--- config.mk ---
export PLATFORM = sky130hd
export DESIGN_NAME = nearest_tagged_provider_search_unit
export DESIGN_NICKNAME = d
export VERILOG_FILES = /design/src/rtl/core/ntps_pkg.sv /design/src/rtl/core/nearest_tagged_provider_search_unit.sv /design/src/rtl/core/ntps_front.sv /design/src/rtl/core/ntps_queue.sv /design/src/rtl/core/ntps_back.sv
export SDC_FILE = /design/constraint.sdc
export NUM_CORES = 2
export LEC_CHECK = 0
export BUFFER_PORTS_ARGS = -buffer_cell sky130_fd_sc_hd__buf_4
export CAP_MARGIN = 20
export CORE_UTILIZATION = 40
export CTS_CLUSTER_DIAMETER = 50
export DETAILED_ROUTE_END_ITERATION = 10
export MAX_ROUTING_LAYER = met4
export PLACE_DENSITY = 0.54
export SLEW_MARGIN = 40
export SYNTH_ARGS = -nofsm -noshare
export SYNTH_HDL_FRONTEND = slang
export SYNTH_HIERARCHICAL = 1
export SYNTH_SLANG_ARGS = --single-unit
--- constraint.sdc ---
create_clock -name aclk -period 14.4 [get_ports aclk]
set_input_delay 3.6 -clock aclk [delete_from_list [all_inputs] [get_ports aclk]]
set_output_delay 3.6 -clock aclk [all_outputs]
set_load 0.1 [all_outputs]
--- src/rtl/core/ntps_pkg.sv ---
// Shared types and constants for the nearest tagged provider search block.
// Depends on nothing; every module of the block imports it.
package ntps_pkg;

    localparam int COORD_W   = 8;
    localparam int LOC_W     = 16;
    localparam int TASK_W    = 16;
    localparam int IN_TAG_W  = 32;
    localparam int DIST_W    = 9;
    localparam int IN_IDX_W  = 5;
    localparam int CMD_IDX_W = 8;

    typedef enum logic {
        OP_WRITE = 1'b0,
        OP_QUERY = 1'b1
    } op_t;

    typedef enum logic [1:0] {
        BK_IDLE,
        BK_SCAN,
        BK_LAST,
        BK_RESULT
    } bk_state_t;

    typedef struct packed {
        logic                operation;
        logic [IN_IDX_W-1:0] entry_index;
        logic                entry_valid;
        logic [IN_TAG_W-1:0] entry_tag;
        logic [LOC_W-1:0]    entry_location;
        logic [TASK_W-1:0]   entry_task_id;
        logic [LOC_W-1:0]    query_location;
        logic [IN_TAG_W-1:0] query_tag;
    } in_item_t;

    typedef struct packed {
        logic              found;
        logic [TASK_W-1:0] provider_task_id;
        logic [DIST_W-1:0] provider_distance;
    } out_item_t;

    // One classified command between front and back. Tag and location hold
    // the entry fields for a write and the query fields for a query.
    typedef struct packed {
        op_t                  kind;
        logic [CMD_IDX_W-1:0] index;
        logic                 valid;
        logic [IN_TAG_W-1:0]  tag;
        logic [LOC_W-1:0]     location;
        logic [TASK_W-1:0]    task_id;
    } cmd_t;

endpackage

--- src/rtl/core/nearest_tagged_provider_search_unit.sv ---
// Top level of the nearest tagged provider search block.
// Depends on ntps_pkg, ntps_front, ntps_queue and ntps_back.
//
// Usage:
//   s_valid/s_ready/s_payload carry commands. A write (operation 0) sets or
//   frees one table slot and gives no result; writes to a slot beyond the
//   table are accepted and dropped. A query (operation 1) gives a location
//   and a required tag mask and yields one transfer on m_valid/m_ready/
//   m_payload: the valid slot holding all required bits with the least
//   Manhattan distance, lowest index on a tie, or all zeros if none matches.
//
// Flow:
//   The front end feeds a two-entry command queue, so s_ready stays high
//   while the queue has room. The back end executes writes only in BK_IDLE.
//   For a query, the scan reads one slot per cycle from the single table
//   read port, then BK_LAST finishes the last compare and BK_RESULT loads
//   the result register. The next query leaves the queue only once the
//   result is taken.
//
// Reset clears all valid marks, the queue and the result valid flag. While
// the receiver stalls, hold the result; writes ahead of the next query keep
// draining from the queue, and that query waits until the pending result is taken.
module nearest_tagged_provider_search_unit #(
    parameter int TABLE_ENTRIES = 32,
    parameter int TAG_BITS      = 32
) (
    input  logic                aclk,
    input  logic                aresetn,
    input  logic                s_valid,
    output logic                s_ready,
    input  ntps_pkg::in_item_t  s_payload,
    output logic                m_valid,
    input  logic                m_ready,
    output ntps_pkg::out_item_t m_payload
);
    import ntps_pkg::*;

    logic q_push;
    logic q_full;
    logic q_pop;
    logic q_empty;
    cmd_t q_data;
    cmd_t q_head;

    // Classify each accepted transfer and drop out-of-range writes.
    ntps_front #(
        .TABLE_ENTRIES(TABLE_ENTRIES)
    ) u_front (
        .s_valid  (s_valid),
        .s_ready  (s_ready),
        .s_payload(s_payload),
        .q_full   (q_full),
        .q_push   (q_push),
        .q_data   (q_data)
    );

    // Decouple the input side from the table scan.
    ntps_queue u_queue (
        .aclk     (aclk),
        .aresetn  (aresetn),
        .push     (q_push),
        .push_data(q_data),
        .full     (q_full),
        .pop      (q_pop),
        .empty    (q_empty),
        .head     (q_head)
    );

    // Execute writes and scan the table for queries.
    ntps_back #(
        .TABLE_ENTRIES(TABLE_ENTRIES),
        .TAG_BITS     (TAG_BITS)
    ) u_back (
        .aclk     (aclk),
        .aresetn  (aresetn),
        .q_empty  (q_empty),
        .q_head   (q_head),
        .q_pop    (q_pop),
        .m_valid  (m_valid),
        .m_ready  (m_ready),
        .m_payload(m_payload)
    );

endmodule

--- src/rtl/core/ntps_front.sv ---
// Front end: accepts input transfers, drops out-of-range writes and packs
// the rest into commands. Depends on ntps_pkg.
module ntps_front #(
    parameter int TABLE_ENTRIES = 32
) (
    input  logic              s_valid,
    output logic              s_ready,
    input  ntps_pkg::in_item_t s_payload,
    input  logic              q_full,
    output logic              q_push,
    output ntps_pkg::cmd_t    q_data
);
    import ntps_pkg::*;

    localparam logic [CMD_IDX_W:0] ENTRIES_WIDE = (CMD_IDX_W + 1)'(TABLE_ENTRIES);

    logic [CMD_IDX_W:0] index_wide;
    logic               is_query;
    logic               in_range;

    assign index_wide = {{(CMD_IDX_W + 1 - IN_IDX_W){1'b0}}, s_payload.entry_index};
    assign is_query   = (s_payload.operation == OP_QUERY);
    assign in_range   = (index_wide < ENTRIES_WIDE);

    assign s_ready = !q_full;
    // Drop a write to a slot beyond the table: accept it, queue nothing.
    assign q_push  = s_valid && !q_full && (is_query || in_range);

    always_comb begin
        q_data.kind    = op_t'(s_payload.operation);
        q_data.index   = index_wide[CMD_IDX_W-1:0];
        q_data.valid   = s_payload.entry_valid;
        q_data.task_id = s_payload.entry_task_id;
        if (is_query) begin
            q_data.tag      = s_payload.query_tag;
            q_data.location = s_payload.query_location;
        end else begin
            q_data.tag      = s_payload.entry_tag;
            q_data.location = s_payload.entry_location;
        end
    end

endmodule

--- src/rtl/core/ntps_queue.sv ---
// Two-entry command queue between front and back end.
// Depends on ntps_pkg for the command type.
module ntps_queue (
    input  logic           aclk,
    input  logic           aresetn,
    input  logic           push,
    input  ntps_pkg::cmd_t push_data,
    output logic           full,
    input  logic           pop,
    output logic           empty,
    output ntps_pkg::cmd_t head
);
    import ntps_pkg::*;

    cmd_t       slot_reg [2];
    logic       wr_ptr_reg, wr_ptr_next;
    logic       rd_ptr_reg, rd_ptr_next;
    logic [1:0] count_reg, count_next;

    assign full  = (count_reg == 2'd2);
    assign empty = (count_reg == 2'd0);
    assign head  = slot_reg[rd_ptr_reg];

    always_comb begin
        wr_ptr_next = push ? !wr_ptr_reg : wr_ptr_reg;
        rd_ptr_next = pop ? !rd_ptr_reg : rd_ptr_reg;
        count_next  = count_reg + {1'b0, push} - {1'b0, pop};
    end

    always_ff @(posedge aclk) begin
        if (!aresetn) begin
            wr_ptr_reg <= 1'b0;
            rd_ptr_reg <= 1'b0;
            count_reg  <= 2'd0;
        end else begin
            wr_ptr_reg <= wr_ptr_next;
            rd_ptr_reg <= rd_ptr_next;
            count_reg  <= count_next;
        end
    end

    always_ff @(posedge aclk) begin
        if (push) begin
            slot_reg[wr_ptr_reg] <= push_data;
        end
    end

endmodule

--- src/rtl/core/ntps_back.sv ---
// Back end: holds the provider table, executes writes and scans the table
// for queries, one slot per cycle. Depends on ntps_pkg.
module ntps_back #(
    parameter int TABLE_ENTRIES = 32,
    parameter int TAG_BITS      = 32
) (
    input  logic                aclk,
    input  logic                aresetn,
    input  logic                q_empty,
    input  ntps_pkg::cmd_t      q_head,
    output logic                q_pop,
    output logic                m_valid,
    input  logic                m_ready,
    output ntps_pkg::out_item_t m_payload
);
    import ntps_pkg::*;

    localparam int IDX_W = (TABLE_ENTRIES > 1) ? $clog2(TABLE_ENTRIES) : 1;
    localparam int TAG_W = (TAG_BITS < IN_TAG_W) ? TAG_BITS : IN_TAG_W;
    localparam logic [IDX_W-1:0] LAST_IDX = IDX_W'(TABLE_ENTRIES - 1);

    typedef struct packed {
        logic [TAG_W-1:0]  tag;
        logic [LOC_W-1:0]  location;
        logic [TASK_W-1:0] task_id;
    } slot_t;

    slot_t                    mem [TABLE_ENTRIES];
    logic [TABLE_ENTRIES-1:0] slot_valid_reg;

    bk_state_t          state_reg, state_next;
    logic [IDX_W-1:0]   scan_idx_reg;
    logic               rd_pend_reg;
    logic               rd_vld_reg;
    slot_t              rd_data_reg;
    logic [LOC_W-1:0]   qloc_reg;
    logic [TAG_W-1:0]   qtag_reg;
    logic               hit_reg;
    logic [DIST_W-1:0]  best_dist_reg;
    logic [TASK_W-1:0]  best_id_reg;
    logic               out_valid_reg;
    out_item_t          out_reg;

    logic               head_write;
    logic               head_query;
    logic               start_scan;
    logic               do_write;
    logic [IDX_W-1:0]   wr_idx;
    logic [COORD_W-1:0] px, py, qx, qy, dx, dy;
    logic [DIST_W-1:0]  slot_dist;
    logic               tag_ok;
    logic               take;

    assign head_write = !q_empty && (q_head.kind == OP_WRITE);
    assign head_query = !q_empty && (q_head.kind == OP_QUERY);
    assign wr_idx     = q_head.index[IDX_W-1:0];

    always_comb begin
        state_next = state_reg;
        unique case (state_reg)
            BK_IDLE: begin
                if (head_query && !out_valid_reg) begin
                    state_next = BK_SCAN;
                end
            end
            BK_SCAN: begin
                if (scan_idx_reg == LAST_IDX) begin
                    state_next = BK_LAST;
                end
            end
            BK_LAST:   state_next = BK_RESULT;
            BK_RESULT: state_next = BK_IDLE;
            default:   state_next = BK_IDLE;
        endcase
    end

    always_comb begin
        do_write   = 1'b0;
        start_scan = 1'b0;
        unique case (state_reg)
            BK_IDLE: begin
                do_write   = head_write;
                start_scan = head_query && !out_valid_reg;
            end
            default: begin
                do_write   = 1'b0;
                start_scan = 1'b0;
            end
        endcase
    end

    assign q_pop = do_write || start_scan;

    always_ff @(posedge aclk) begin
        if (do_write) begin
            mem[wr_idx] <= '{tag:      q_head.tag[TAG_W-1:0],
                             location: q_head.location,
                             task_id:  q_head.task_id};
        end
        rd_data_reg <= mem[scan_idx_reg];
        rd_vld_reg  <= slot_valid_reg[scan_idx_reg];
    end

    // Distance and tag test on the slot read in the previous cycle.
    always_comb begin
        px        = rd_data_reg.location[LOC_W-1:COORD_W];
        py        = rd_data_reg.location[COORD_W-1:0];
        qx        = qloc_reg[LOC_W-1:COORD_W];
        qy        = qloc_reg[COORD_W-1:0];
        dx        = (px > qx) ? (px - qx) : (qx - px);
        dy        = (py > qy) ? (py - qy) : (qy - py);
        slot_dist = {1'b0, dx} + {1'b0, dy};
        tag_ok    = ((rd_data_reg.tag & qtag_reg) == qtag_reg);
        // Strict compare keeps the lowest index on a tie.
        take      = rd_pend_reg && rd_vld_reg && tag_ok
                    && (!hit_reg || slot_dist < best_dist_reg);
    end

    always_ff @(posedge aclk) begin
        if (!aresetn) begin
            state_reg      <= BK_IDLE;
            slot_valid_reg <= '0;
            rd_pend_reg    <= 1'b0;
            out_valid_reg  <= 1'b0;
        end else begin
            state_reg   <= state_next;
            rd_pend_reg <= (state_reg == BK_SCAN);
            if (do_write) begin
                slot_valid_reg[wr_idx] <= q_head.valid;
            end
            if (state_reg == BK_RESULT) begin
                out_valid_reg <= 1'b1;
            end else if (m_ready) begin
                out_valid_reg <= 1'b0;
            end
        end
    end

    always_ff @(posedge aclk) begin
        if (start_scan) begin
            scan_idx_reg  <= '0;
            qloc_reg      <= q_head.location;
            qtag_reg      <= q_head.tag[TAG_W-1:0];
            hit_reg       <= 1'b0;
            best_dist_reg <= '0;
            best_id_reg   <= '0;
        end else begin
            if (state_reg == BK_SCAN && scan_idx_reg != LAST_IDX) begin
                scan_idx_reg <= scan_idx_reg + 1'b1;
            end
            if (take) begin
                hit_reg       <= 1'b1;
                best_dist_reg <= slot_dist;
                best_id_reg   <= rd_data_reg.task_id;
            end
        end
        if (state_reg == BK_RESULT) begin
            out_reg.found             <= hit_reg;
            out_reg.provider_task_id  <= best_id_reg;
            out_reg.provider_distance <= best_dist_reg;
        end
    end

    assign m_valid   = out_valid_reg;
    assign m_payload = out_reg;

endmodule
==> summary.md <==
| Metric | Value |
|---|---|
| Result of the run | `complete, no violations` |
| Io pins | `~150` |
| Worst hold-check slack | `0.419 ns` |
| Cell count after synthesis | `4039` |
| Share of the clock period used by the worst path after layout | `38.4%` |
| CTS buffer count | `around 290` |
| Level count of the clock H-tree | `5` |
| Core outline area | `230000 um2` |
| Post-CTS Hold Fix Bufs | `0` |
| Vias in the first global route | `44400` |
| Die Height | `between 400 and 500 um` |
| Number of DRC markers in iteration 0 | `4409` |
| Total die area | `233000 um2` |
| Netlist Area Pre-Place | `92600 um2` |
| Worst min-delay path startpoint | `u_back/best_id_reg[13]` |
| Slew Viols, Final | `0` |
| CTS tree | `built` |
| CP Data Required Time | `between 15 and 20 ns` |
| Number of nets with antenna violations after routing | `0` |
| Reg2Reg Launch Point | `u_back/qloc_reg[5]` |
| WL/cell | `31.1 um` |
| Synthesized netlist net count | `4221` |
| Placer's final routability congestion estimate | `0.748` |
| Final setup skew | `0.0740 ns` |
| Fin nets | `4569` |
| Layout Cell Area excl Fill | `107000 um2` |
| Quantity of I/O buffers inserted on ports | `150` |
| Total leakage power | `33.4 nW` |
| Initial standard-cell utilization of the core | `40.3%` |
| Post-layout minimum cycle time | `between 5 and 6 ns` |
| Path category of the worst min-delay check | `reg2reg` |
| Worst ir drop on vdd | `around 0.00021 V` |
| Sum of negative setup slack | `0 ns` |
| Share of post-route cells with drive strength above 1 | `33.9%` |
| Maximum count of clock buffers along a single path | `4` |
| Rows | `176` |
| Arr. time, crit path | `6.33 ns` |
| Largest net degree at the start of global routing | `93` |
| Placement-stage worst setup slack | `8.46 ns` |
| Post-Place Cell Area | `98100 um2` |
| RSZ-0062 raised after global routing | `no` |
| Synthesis Warnings | `6` |
| GRT Overall Usage | `21.0%` |
| Crit path max fanout | `21` |
| Num Clock Sinks | `2401` |
| Final hold violation count | `0` |
| DRC violation count after routing | `0` |
| Worst Setup Slack, final | `8.88 ns` |
| Kind of end point of the critical path | `flop` |
| Dpl hpwl | `124000 um` |
| First-pass GRT wire length | `336000 um` |
| Max FFs per register | `slightly above 2000` |
| Die Wd | `between 400 and 500 um` |
| Worst slew margin relative to its limit | `41.0%` |
| Number of resized instances in the post-cts repair step | `0` |
| Peak clock frequency supported by timing | `181 MHz` |
| Max-capacitance violation count | `0` |
| Sum of routed wire length over all layers | `237000 um` |
| Number of detailed-route iterations in the first pass | `5` |
| Final setup viols | `0` |
| Least-Margin Pin Slew | `0.884 ns` |
| Per-instance average area after synthesis | `22.9 um2` |
| Clock root buffer | `sky130_fd_sc_hd__clkbuf_16` |
| Antenna violations before repair | `10` |
| Total congestion overflow after global routing | `0` |
| Post-detailed-route via-to-cell ratio | `5.67` |
| Worst skew pair latency | `0.93 ns` |
| Clk slew on worst S/H paths | `0.05 ns` |
| Post CTS Setup Buffer Count | `0` |
| Pwr Density | `194 nW/um2` |
| Critical path class | `reg2reg` |
| Total Power Consumption | `a little over 0.02 W` |
| Worst Setup SP | `u_back/qloc_reg[5]` |
| Number of vias after detailed routing | `43200` |
| Launching element type of the critical path | `flop` |
| Area growth from synthesis to layout | `15.6%` |
-- per-layer routing --
metal	vias up	GRT usage [%]	wire length (um)	part of all wire [%]
li1	17700	-	-	-
met1	23800	29.0	103000	43
met2	1441	32.6	115000	48
met3	344	3.51	14700	6.2
met4	0	5.31	4960	2.1
met5	-	-	0	0
-- stage by stage --
stage	cells	utilization, %
final	7626	46.6
after global routing	7625	46.6
after CTS	7617	46.5
after detailed placement	7122	42.7
after global placement	7099	42.4
after floorplan	4039	-
-- area by class of cell --
type                            instances  area, um2
Fill cell                           19000     123000
Timing Repair Buffer                  282       2650
Multi-Input combinational cell       1360      20800
Clock buffer                          363       7600
Tap cell                             3026       3790
Inverter                               55        206
Sequential cell                      2401      70800
Clock inverter                        132       1190
Antenna cell                            7       17.5
-- report_power, final --
group	leakage, nW	internal, W	total [W]	switching [W]
registers	21.5	0.00847	0.00865	0.000181
clock network	4.26	0.00404	0.00681	0.00277
logic	7.66	0.00241	0.00533	0.00292
total	33.4	0.0149	0.0208	0.00587
-- layout by cell type (no fill, tap or decap), drive strengths merged, types with 7 or more instances in the layout --
cell type,count
nor4,17
clkinvlp,13
nand2,49
buf,282
a21boi,26
bufinv,17
diode,7
nand4,9
nor2,60
a21o,10
ha,54
o21ai,64
nor2b,49
dfxtp,137
mux4,650
clkbuf,363
clkinv,86
a21oi,51
nand3,31
mux2i,16
inv,71
and2,7
edfxtp,2264
xnor2,12
xor2,8
mux2,191
-- worst max-delay path, stage by stage (launching register included) --
cell and delay, ns:
sky130_fd_sc_hd__edfxtp_1 0.34, sky130_fd_sc_hd__inv_1 0.05, sky130_fd_sc_hd__ha_1 0.39, sky130_fd_sc_hd__a211oi_1 0.26, sky130_fd_sc_hd__o21bai_1 0.19, sky130_fd_sc_hd__o21ai_2 0.45, sky130_fd_sc_hd__mux2_2 0.41, sky130_fd_sc_hd__a311oi_1 0.25
sky130_fd_sc_hd__xnor2_1 0.19, sky130_fd_sc_hd__ha_1 0.32, sky130_fd_sc_hd__o21ai_0 0.24, sky130_fd_sc_hd__nor2_1 0.07, sky130_fd_sc_hd__a311o_1 0.34, sky130_fd_sc_hd__xor2_1 0.18, sky130_fd_sc_hd__ha_1 0.28, sky130_fd_sc_hd__a21o_1 0.16
sky130_fd_sc_hd__a221o_1 0.37, sky130_fd_sc_hd__o21ai_2 0.22, sky130_fd_sc_hd__buf_4 0.39, sky130_fd_sc_hd__nand3_1 0.15, sky130_fd_sc_hd__a21oi_1 0.16
-- path summary, 6_finish.rpt --
kind,end,slack (ns),depth (start not counted)
setup / recovery,u_back/best_id_reg[8],8.88,20
hold reg to reg,u_back/m_payload[22],0.42,0
setup reg to reg,u_back/best_id_reg[8],8.88,20
hold / removal,u_back/m_payload[22],0.42,0
Power figures use the tool's default switching activity.
